**config.mk**
```make
export PLATFORM = sky130hd
export DESIGN_NAME = mltiq_ram
export DESIGN_NICKNAME = d
export VERILOG_FILES = /design/src/rtl/mltiq_ram.sv
export SDC_FILE = /design/constraint.sdc
export NUM_CORES = 1
export LEC_CHECK = 0
export ABC_AREA = 1
export BUFFER_PORTS_ARGS = -buffer_cell sky130_fd_sc_hd__buf_2
export CAP_MARGIN = 5
export CORE_MARGIN = 2
export CORE_UTILIZATION = 40
export DETAILED_ROUTE_END_ITERATION = 10
export PLACE_DENSITY = 0.64
export SLEW_MARGIN = 20
export SYNTH_ARGS = -nofsm -noshare
export SYNTH_HDL_FRONTEND = slang
export SYNTH_SLANG_ARGS = --single-unit
```
**constraint.sdc**
```tcl
create_clock -name clock -period 1.25 [get_ports clock]
set_input_delay 0.0625 -clock clock [delete_from_list [all_inputs] [get_ports clock]]
set_output_delay 0.0625 -clock clock [all_outputs]
set_load 0.03 [all_outputs]
```
**src/rtl/mltiq_ram.sv**
```systemverilog
// Generic single-write, single-read memory with registered read data.
module mltiq_ram #(
   parameter int ADDR_W = 1,
   parameter int WIDTH  = 8
) (
   input  logic              clock,
   input  logic              we,
   input  logic [ADDR_W-1:0] waddr,
   input  logic [WIDTH-1:0]  wdata,
   input  logic [ADDR_W-1:0] raddr,
   output logic [WIDTH-1:0]  rdata
);

   localparam int DEPTH = 1 << ADDR_W;

   logic [WIDTH-1:0] mem_ff [DEPTH];
   logic [WIDTH-1:0] rdata_ff;

   always_ff @(posedge clock) begin
      if (we) begin
         mem_ff[waddr] <= wdata;
      end
      rdata_ff <= mem_ff[raddr];
   end

   assign rdata = rdata_ff;

endmodule

```
==> run_results.csv <==
group,metric,value,unit
outcome,status,"finished clean",
place,routabilityCongestion,0.648,
worst_setup_path,path_class,"reg2out",
routing,vias,441,
synth,synth.yosys.warnings,0,
worst_setup_path,worstPathRequired,1.19,ns
timing,finalSetupViolCount,0,
worst_setup_path,cpMaxStageDelayCell,"dfxtp_1",
timing,max_slew_margin,79.9,%
cts,htree_levels,1,
die,chipHeight,47.6,um
flow_run,maxCapViolations,0,
cells_and_area,diodes,0,
synth,synth_nets,66,
die,fp.dieW,47.6,um
worst_setup_path,path_depth,1,
synth,synth_top_area_share,63.2,%
synth,synth_largest_area_cell,"edfxtp_1",
cells_and_area,nFillCells,167,
cts,cts_buffers,3,
global_route,grt_pass1_wl,1.60,mm
routing,dr.pass1.iters,2,
synth,ys_seq_elements,24,
synth,synth_cell_types,7,
cts,clockBufferDepth,2,
cells_and_area,utilization,57.6,%
synth,ys.flop_type,"edfxtp_1",
routing,viasPerCell,4.01,
worst_setup_path,r2r_start,"mem_ff[1][0]",
timing,hold_violations,0,
timing,max_freq,1.14,GHz
synth,synthCells,54,
power_and_ir_drop,ir_drop,0.880,mV
cts,root_buffer,"clkbuf_4",
cts,cts.clk_slew.worst_paths,0.12,ns
timing,rsz0062_at_grt,"false",
synth,syn_area,761,um^2
synth,synthArstFlopShare,0,%
die,ios,20,
cts,clock-sinks,24,
place,portBuffers,19,
global_route,grt_pass1_vias,392,
power_and_ir_drop,p_per_area,1590,nW/um^2
synth,synth_compound_gate_area_share,0,%
synth,synth-xor-area-share,0,%
synth,synth_most_common_cell,"nand2_1",
timing,hold_slack,0.0512,ns
synth,yosys.area_share.simple,12.8,%
global_route,grt_start_max_net_pins,15,
timing,fin_crit_sh,70.4,%
die,die_area,2270,um^2
routing,wirelength,1.05,mm
timing,slew_violations,0,
routing,wire_per_inst,9.57,um
routing,drt_iter0_drc,5,
power_and_ir_drop,p_leak,0.452,nW
synth,synthMuxAreaShare,0,%
cts,tritoncts,"done",
die,core_area,1760,um^2
worst_setup_path,cp_cell_sequence,"buf_2",
worst_setup_path,path_buf_inv,1,
synth,seq_area_frac_synth,84.2,%
cts,post_cts_buffers,0,
timing,setup_tns,0,ns
synth,synthTopCellsByCount,"nand2_1 (25), edfxtp_1 (16), dfxtp_1 (8)",
worst_setup_path,r2r_cells,2,
min_path,hp-class,"in2reg",
worst_setup_path,crit_fanout,1,
min_path,min_path_cells,3,
global_route,grt-ovfl-total,0,
synth,synth_top_family_by_area,"simple AND/OR/NAND/NOR gates",
cells_and_area,area_growth,33.6,%
global_route,grt_antenna_before_repair,0,
timing,fin_crit,0.880,ns
cells_and_area,nets,98,
worst_setup_path,critPathArrivalTime,0.82,ns
timing,tightestPinTransition,0.300,ns
synth,synthAdderAreaFrac,0,%
worst_setup_path,worstSetupStartpointType,"flop",
synth,synth_edf_count,16,
routing,ant_nets,0,
worst_setup_path,reg2reg_slack,0.65,ns
synth,syn_area_per_cell,14.1,um^2
timing,worst_clock_skew,0.00118,ns
worst_setup_path,crit_family,"flip-flops",
global_route,grt.total_usage,11.3,%
cts,clk-insertion-delay-late,0.30,ns
synth,synth_area_leaders,"edfxtp_1 (63%), dfxtp_1 (21%), nand2_1 (12%), buf_6 (1.5%), inv_1 (0.99%)",
worst_setup_path,cpPeakStageDelay,0.33,ns
die,row_count,15,
worst_setup_path,setup.worst_path.end_class,"output pin",
die,start_util,43.1,%
cells_and_area,drive_above_1_share,29.4,%
min_path,worstHoldStart,"raddr",
min_path,hold_path_end,"rdata[1]",
routing,drc,0,
worst_setup_path,rr_endpoint,"rdata[0]",
==> power breakdown <==
| group | internal [mW] | total, mW | switching, mW |
|---|---|---|---|
| sequential | 0.907 | 0.919 | 0.0120 |
| clock | 0.324 | 0.542 | 0.218 |
| combinational | 0.0573 | 0.151 | 0.0938 |
==> metrics by stage <==
step	cells	area, um^2	total power [mW]	worst slack, ns
2_1_floorplan	54	761	1.02	0.428
3_3_place_gp	98	883	1.07	0.511
3_5_place_dp	98	883	1.07	0.489
4_1_cts	110	1020	1.63	0.355
5_1_grt	110	1020	1.68	0.315
6_report	110	1020	1.61	0.370
==> routing by layer <==
metal  GRT usage (%)  vias to the layer above  routed length, um
met2            18.9                       12                550
met5               0                        -                  0
met3            6.79                        2                 48
met1            11.3                      191                440
li1                -                      236                  -
met4            4.86                        0                 13
==> cells in the final DEF (no fill, tap or decap) <==
| cell | count |
|---|---|
| buf_4 | 1 |
| inv_2 | 1 |
| nor2_1 | 1 |
| dlygate4sd3_1 | 8 |
| inv_1 | 2 |
| bufinv_16 | 1 |
| dfxtp_1 | 8 |
| edfxtp_1 | 16 |
| buf_2 | 19 |
| nand2_1 | 25 |
| clkbuf_4 | 3 |
==> final cells by class <==
cell class              count  area [um^2]  area share (%)
clock buffers               3         22.5            2.22
flip-flops and latches     24          641            63.1
well taps                  25         31.3            3.08
inverters                   3         11.3            1.11
multi-input cells          26         97.6            9.61
repair buffers             28          183            18.0
clock inverters             1         30.0            2.96
==> state kept, by name (all words and copies together) (netlist names) <==
name / count
mem_ff: 16
rdata: 8
==> kinds of logic (layout without fill, tap and decap cells) <==
| logic type | after synthesis | count (layout) |
|---|---|---|
| and+or+nand+nor | 26 | 26 |
| DFF | 24 | 24 |
| buffers and inverters | 4 | 35 |
==> worst max-delay path by stage <==
stage,endpoint,slack (ns),from
floorplan,mem_ff[0][0],0.43,we
global placement,mem_ff[1][1],0.51,waddr
detailed placement,mem_ff[1][6],0.49,waddr
CTS,rdata[3],0.36,rdata[3]
global route,rdata[6],0.31,rdata[6]
finish,rdata[3],0.37,rdata[3]
==> what timing repair did <==
| item | in CTS | in global routing |
|---|---|---|
| hold buffers | 8 | 0 |
| hold endpoints to repair | 16 | 0 |
| resized for setup | 0 | 0 |
No activity file was read; power rests on OpenSTA's default activity.
