**src/rtl/mltiq_pkg.sv**
```systemverilog
// Shared types, constants and arithmetic helpers of the minimum line tree.
package mltiq_pkg;

   localparam int X_BITS         = 10;
   localparam int SLOPE_BITS     = 16;
   localparam int INTERCEPT_BITS = 32;

   localparam int LEVELS  = X_BITS + 1;
   localparam int LVL_W   = $clog2(X_BITS + 1);
   localparam int DOMAIN  = 1 << X_BITS;
   localparam int HEAP_W  = X_BITS + 2;
   localparam int CMP_W   = ((X_BITS + 1) > 11) ? (X_BITS + 1) : 11;
   localparam int PROD_W  = SLOPE_BITS + X_BITS + 1;
   localparam int EVAL_W  = ((PROD_W > INTERCEPT_BITS) ? PROD_W : INTERCEPT_BITS) + 1;
   localparam int NODE_W  = 1 + SLOPE_BITS + INTERCEPT_BITS;
   localparam int OUT_W   = 40;

   localparam logic [X_BITS-1:0] X_TOP = '1;

   localparam logic [1:0] ACT_LINE  = 2'd0;
   localparam logic [1:0] ACT_SEG   = 2'd1;
   localparam logic [1:0] ACT_QUERY = 2'd2;

   typedef struct packed {
      logic [1:0]         action;
      logic signed [15:0] slope;
      logic signed [31:0] intercept;
      logic [9:0]         seg_left;
      logic [10:0]        seg_right;
      logic [9:0]         query_x;
   } req_type;

   typedef struct packed {
      logic signed [OUT_W-1:0] min_value;
      logic                    no_line;
   } rsp_type;

   typedef struct packed {
      logic                             valid;
      logic signed [SLOPE_BITS-1:0]     slope;
      logic signed [INTERCEPT_BITS-1:0] intercept;
   } node_type;

   typedef struct packed {
      logic              en;
      logic [X_BITS-1:0] addr;
   } clr_type;

   typedef struct packed {
      logic                             query;
      logic [LVL_W-1:0]                 start;
      logic signed [SLOPE_BITS-1:0]     a;
      logic signed [INTERCEPT_BITS-1:0] b;
      logic [X_BITS-1:0]                x;
      logic [X_BITS-1:0]                l;
      logic [X_BITS-1:0]                r;
      logic [X_BITS-1:0]                idx;
      logic                             found;
      logic signed [EVAL_W-1:0]         best;
   } tok_type;

   function automatic logic signed [PROD_W-1:0] mul_point(
      input logic signed [SLOPE_BITS-1:0] s,
      input logic [X_BITS-1:0]            p
   );
      logic signed [PROD_W-1:0] sa;
      logic signed [PROD_W-1:0] pa;
      sa = PROD_W'(s);
      pa = PROD_W'($signed({1'b0, p}));
      return sa * pa;
   endfunction

   function automatic logic signed [EVAL_W-1:0] add_icpt(
      input logic signed [PROD_W-1:0]         p,
      input logic signed [INTERCEPT_BITS-1:0] b
   );
      logic signed [EVAL_W-1:0] pe;
      logic signed [EVAL_W-1:0] be;
      pe = EVAL_W'(p);
      be = EVAL_W'(b);
      return pe + be;
   endfunction

endpackage

```
**src/rtl/mltiq_cell.sv**
```systemverilog
// One tree level: reads its node, evaluates both lines and hands the word down.
module mltiq_cell (
   input  logic                         clock,
   input  logic                         reset,
   input  logic [mltiq_pkg::LVL_W-1:0]  level,
   input  mltiq_pkg::clr_type           clr,
   input  logic                         in_valid,
   input  mltiq_pkg::tok_type           in_tok,
   output logic                         out_valid,
   output mltiq_pkg::tok_type           out_tok,
   output logic                         done,
   output logic                         ram_we,
   output logic [mltiq_pkg::X_BITS-1:0] ram_waddr,
   output logic [mltiq_pkg::NODE_W-1:0] ram_wdata,
   output logic [mltiq_pkg::X_BITS-1:0] ram_raddr,
   input  logic [mltiq_pkg::NODE_W-1:0] ram_rdata
);

   logic                v1_ff;
   mltiq_pkg::tok_type  tok1_ff;
   mltiq_pkg::node_type node1;
   logic [mltiq_pkg::X_BITS:0]   sum1;
   logic [mltiq_pkg::X_BITS-1:0] mid1;
   logic [mltiq_pkg::X_BITS-1:0] pmid1;

   logic                v2_ff;
   mltiq_pkg::tok_type  tok2_ff;
   logic                nv2_ff;
   logic signed [mltiq_pkg::SLOPE_BITS-1:0]     na2_ff;
   logic signed [mltiq_pkg::INTERCEPT_BITS-1:0] nb2_ff;
   logic [mltiq_pkg::X_BITS-1:0] mid2_ff;
   logic                xleft2_ff;
   logic signed [mltiq_pkg::PROD_W-1:0] pnl_ff, pnm_ff, pnr_ff;
   logic signed [mltiq_pkg::PROD_W-1:0] pwl_ff, pwm_ff, pwr_ff;

   logic signed [mltiq_pkg::EVAL_W-1:0] nl, nm, nr, wl, wm, wr;
   logic                put;
   logic                steer_left;
   logic                wr_en;
   mltiq_pkg::node_type wnode;

   logic                out_valid_ff, out_valid_in;
   mltiq_pkg::tok_type  out_tok_ff, out_tok_in;
   logic                done_ff, done_in;

   assign ram_raddr = in_tok.idx;
   assign node1     = ram_rdata;
   assign sum1      = {1'b0, tok1_ff.l} + {1'b0, tok1_ff.r};
   assign mid1      = sum1[mltiq_pkg::X_BITS:1];
   assign pmid1     = tok1_ff.query ? tok1_ff.x : mid1;

   always_ff @(posedge clock) begin
      if (reset) begin
         v1_ff <= 1'b0;
         v2_ff <= 1'b0;
         out_valid_ff <= 1'b0;
         done_ff <= 1'b0;
      end else begin
         v1_ff <= in_valid;
         v2_ff <= v1_ff;
         out_valid_ff <= out_valid_in;
         done_ff <= done_in;
      end
      tok1_ff   <= in_tok;
      tok2_ff   <= tok1_ff;
      nv2_ff    <= node1.valid;
      na2_ff    <= node1.slope;
      nb2_ff    <= node1.intercept;
      mid2_ff   <= mid1;
      xleft2_ff <= tok1_ff.x <= mid1;
      pnl_ff    <= mltiq_pkg::mul_point(node1.slope, tok1_ff.l);
      pnm_ff    <= mltiq_pkg::mul_point(node1.slope, pmid1);
      pnr_ff    <= mltiq_pkg::mul_point(node1.slope, tok1_ff.r);
      pwl_ff    <= mltiq_pkg::mul_point(tok1_ff.a, tok1_ff.l);
      pwm_ff    <= mltiq_pkg::mul_point(tok1_ff.a, pmid1);
      pwr_ff    <= mltiq_pkg::mul_point(tok1_ff.a, tok1_ff.r);
      out_tok_ff <= out_tok_in;
   end

   assign nl  = mltiq_pkg::add_icpt(pnl_ff, nb2_ff);
   assign nm  = mltiq_pkg::add_icpt(pnm_ff, nb2_ff);
   assign nr  = mltiq_pkg::add_icpt(pnr_ff, nb2_ff);
   assign wl  = mltiq_pkg::add_icpt(pwl_ff, tok2_ff.b);
   assign wm  = mltiq_pkg::add_icpt(pwm_ff, tok2_ff.b);
   assign wr  = mltiq_pkg::add_icpt(pwr_ff, tok2_ff.b);
   assign put = !tok2_ff.query && (level >= tok2_ff.start);

   always_comb begin
      out_valid_in = 1'b0;
      out_tok_in   = tok2_ff;
      done_in      = 1'b0;
      wr_en        = 1'b0;
      wnode        = '{valid: 1'b1, slope: tok2_ff.a, intercept: tok2_ff.b};
      steer_left   = xleft2_ff;
      if (v2_ff) begin
         if (tok2_ff.query) begin
            if (nv2_ff && (!tok2_ff.found || nm < tok2_ff.best)) begin
               out_tok_in.best = nm;
            end
            out_tok_in.found = tok2_ff.found | nv2_ff;
            out_valid_in = 1'b1;
         end else if (!put) begin
            if (nv2_ff && nl <= wl && nr <= wr) begin
               done_in = 1'b1;
            end else begin
               out_valid_in = 1'b1;
            end
         end else if (!nv2_ff) begin
            wr_en   = 1'b1;
            done_in = 1'b1;
         end else if (nl <= wl && nr <= wr) begin
            done_in = 1'b1;
         end else if (nl >= wl && nr >= wr) begin
            wr_en   = 1'b1;
            done_in = 1'b1;
         end else if (tok2_ff.l >= tok2_ff.r) begin
            done_in = 1'b1;
         end else begin
            out_valid_in = 1'b1;
            if (nm > wm) begin
               wr_en        = 1'b1;
               out_tok_in.a = na2_ff;
               out_tok_in.b = nb2_ff;
               steer_left   = nl < wl;
            end else begin
               steer_left   = wl < nl;
            end
         end
      end
      out_tok_in.idx = {tok2_ff.idx[mltiq_pkg::X_BITS-2:0], !steer_left};
      if (steer_left) begin
         out_tok_in.r = mid2_ff;
      end else begin
         out_tok_in.l = mid2_ff + 1'b1;
      end
   end

   assign ram_we    = clr.en | wr_en;
   assign ram_waddr = clr.en ? clr.addr : tok2_ff.idx;
   assign ram_wdata = clr.en ? '0 : wnode;

   assign out_valid = out_valid_ff;
   assign out_tok   = out_tok_ff;
   assign done      = done_ff;

endmodule

```
**config.mk**
```make
export PLATFORM = sky130hd
export DESIGN_NAME = mltiq_cell
export DESIGN_NICKNAME = d
export VERILOG_FILES = /design/src/rtl/mltiq_pkg.sv /design/src/rtl/mltiq_cell.sv
export SDC_FILE = /design/constraint.sdc
export NUM_CORES = 2
export LEC_CHECK = 0
export BUFFER_PORTS_ARGS = -buffer_cell sky130_fd_sc_hd__buf_4
export CORE_ASPECT_RATIO = 2
export CORE_MARGIN = 4
export CORE_UTILIZATION = 40
export CTS_CLUSTER_SIZE = 14
export DETAILED_ROUTE_END_ITERATION = 10
export SLEW_MARGIN = 20
export SYNTH_ARGS = -nofsm -noshare
export SYNTH_HDL_FRONTEND = slang
export SYNTH_SLANG_ARGS = --single-unit
```
**constraint.sdc**
```tcl
create_clock -name clock -period 19.88 [get_ports clock]
set_clock_uncertainty 0.05 [all_clocks]
set_input_delay 3.976 -clock clock [delete_from_list [all_inputs] [get_ports clock]]
set_output_delay 3.976 -clock clock [all_outputs]
set_load 0.01 [all_outputs]
```
==> results.toml <==
[run_status]
status = "finished, final reports clean"

[clocking]
insertion_delay_ns = 0.67
cts_root_buf = "clkbuf_16"
cts_buffers = 67
post_cts_buffers = 0
h-tree-depth = 3
holdBufCountCts = 0
cts_buffer_depth = 3
cts.clk_slew.worst_paths_ns = 0.06
cts_resized = 0
tritoncts = "built"
clock-sinks = 607

[cells_and_area]
final_common_cell = "inv_1"
final_layout_size_suffix_gt1_frac = 0.103
seq_area_sq_um = 12200
final_cell_mix = "inv_1 (1119), fa_1 (877), ha_1 (723)"
syn_to_final_growth_pct = 11.8
final_nets = 8767
nFillCells = 15226
multi_input_area_sq_um = 46000

[worst_setup_path]
path_buf_inv = 1
r2r_end = "pwm_ff[26]"
crit_slowest_cell = "a31oi_1"
worstPathRequired_ns = 15.85
crit_fanout = 7
cp.arrival_ns = 6.92
crit_family = "compound AO/OA/AOI/OAI gates"
worstSetupStartpointType = "flop"
path_cells = "ha_1, fa_1, a211oi_1, o21ai_0, a31oi_1, a211o_1, a31o_2, a21oi_1, a21o_1, a21oi_1, or3_1, o311ai_0, ha_1, nand3_1, nor2_1, nand4_1, nand3_1, a211o_1, o211a_1, nand2_1, a21boi_0, o21a_1, o31ai_1, buf_4"
regToRegSetupSlack_ns = 10.83
endpoint_kind = "output pin"
criticalPathCategory = "reg -> out"
regToRegStartpoint = "tok1_ff[54]"
r2r_cells = 32
max_stage_delay_ns = 0.48

[place]
dpl.hpwl_mm = 165
globalplace.congestion = 0.918
portBuffers = 392
pre_cts_slack_ns = 9.60

[logic_synthesis]
syn_nets = 8474
synth.distinct_cells = 98
seq_area_frac_synth = 0.192
ys_seq_elements = 607
synthCells = 6680
ys_async_sr_fraction = 0
netlist_area_sq_um = 63200
ys.flop_type = "dfxtp_1"
yosys_warnings = 0
synth-edff-count = 0
synth_area_per_cell_sq_um = 9.46

[global_routing]
grt_max_degree = 36
antenna_found_initial = 15
grt-ovfl-total = 0
grtUsageTotal = 0.255
grt_pass1_wl_mm = 313
grt_pass1_vias = 53960

[hold_path]
hold_depth = 0
hp-start = "tok1_ff[29]"
hold_end = "tok2_ff[29]"
hp-class = "reg -> reg"

[timing]
max_freq_mhz = 91.4
hold_viol = 0
rsz0062_at_grt = "false"
slew_headroom = 0.204
slew_violations = 0
post-route-min-period_ns = 10.94
setup_ws_ns = 8.94
finalCritPeriodShare = 0.550
tightest_slew_ns = 1.19
tns_ns = 0
setup_viol = 0

[routing]
routedWlPerCell_microns = 23.1
ant_nets = 0
first_pass_iters = 8
drtIter0Drc = 2245
totalWireLength_mm = 210
vias = 48329
drc = 0
via_per_inst = 5.31

[floorplanning]
ios = 393
die_x_microns = 289
rows = 206
die_h_microns = 570
core_area_sq_um = 157000
start_util = 0.402
dieArea_sq_um = 165000

[flow_run]
drv_cap = 0
==> cell families (layout without fill, tap and decap cells) <==
logic type	Yosys count	count (layout)	synth area share
AND/OR/NAND/NOR	1709	1709	0.137
adder cells (fa/ha/maj)	1600	1600	0.421
buffers and inverters	1347	1685	0.0810
AO/OA/AOI/OAI	975	975	0.103
flip-flops	607	607	0.192
XOR/XNOR	335	335	0.0464
multiplexers	107	107	0.0193
other	0	6	0
==> cell type report <==
| class | count | area share |
|---|---|---|
| Multi-Input combinational cell | 4726 | 0.651 |
| Clock buffer | 76 | 0.0249 |
| Timing Repair Buffer | 451 | 0.0479 |
| Sequential cell | 607 | 0.172 |
| Tap cell | 2080 | 0.0368 |
| Clock inverter | 38 | 0.00771 |
| Antenna cell | 6 | 0.000213 |
| Inverter | 1120 | 0.0595 |
==> metal layers <==
layer,GRT usage,routed length [microns],share of wire,up-vias
li1,-,-,-,21909
met1,0.242,68400,0.32,24242
met2,0.500,114000,0.54,1466
met3,0.0304,9640,0.046,708
met4,0.175,17900,0.085,4
met5,0,35,0.00017,-
==> synthesized netlist by cell type (all sizes together) (14+ instances only) <==
| cell | number | area [sq um] |
|---|---|---|
| a211o | 20 | 175 |
| a211oi | 32 | 245 |
| a21boi | 20 | 154 |
| a21o | 144 | 1080 |
| a21oi | 280 | 1430 |
| a22oi | 14 | 105 |
| a31oi | 20 | 125 |
| and2 | 549 | 3430 |
| buf | 19 | 130 |
| clkbuf | 208 | 782 |
| dfxtp | 607 | 12200 |
| fa | 877 | 17600 |
| ha | 723 | 9050 |
| inv | 1119 | 4200 |
| mux2 | 94 | 1090 |
| nand2 | 596 | 2240 |
| nand2b | 49 | 307 |
| nand3 | 63 | 315 |
| nand4 | 47 | 294 |
| nor2 | 166 | 626 |
| nor2b | 101 | 632 |
| nor3 | 56 | 285 |
| o211ai | 19 | 143 |
| o21a | 58 | 435 |
| o21ai | 175 | 880 |
| o21bai | 38 | 285 |
| o22ai | 15 | 108 |
| o31ai | 21 | 163 |
| or2 | 17 | 106 |
| or3 | 22 | 138 |
| xnor2 | 239 | 2090 |
| xor2 | 96 | 841 |
==> registers in the layout, summed over array words and instances (netlist names), 10 cells and up <==
name / cells
pnl_ff: 27
tok2_ff: 103
pnm_ff: 27
out_tok_in: 24
na2_ff: 16
pwr_ff: 27
tok1_ff: 127
pwl_ff: 27
mid2_ff: 10
pnr_ff: 27
pwm_ff: 27
out_tok: 127
nb2_ff: 32
==> worst max-delay path by stage <==
stage	to	slack, ns	depth (start not counted)	startpoint
after floorplan	pnr_ff[26]	10.57	23	ram_rdata[39]
after global placement	pnl_ff[26]	9.65	22	ram_rdata[39]
after detailed placement	ram_we	9.60	24	tok2_ff[74]
after CTS	ram_we	8.84	24	tok2_ff[74]
after global routing	ram_we	8.52	24	nb2_ff[0]
final	ram_we	8.94	24	tok2_ff[74]
==> per-stage QoR <==
stage / cells / instance area (sq um) / util / hold WS (ns)
2_1_floorplan: 6680 / 63200 / - / 0.260
6_report: 9104 / 70600 / 0.449 / 0.275
3_3_place_gp: 8984 / 68300 / 0.435 / 0.260
5_1_grt: 9100 / 70600 / 0.449 / 0.279
3_5_place_dp: 8984 / 68300 / 0.435 / 0.262
4_1_cts: 9098 / 70600 / 0.449 / 0.275
Power is not shown: default switching activity piles up to over one toggle a cycle in this logic, so the estimate is an artifact.
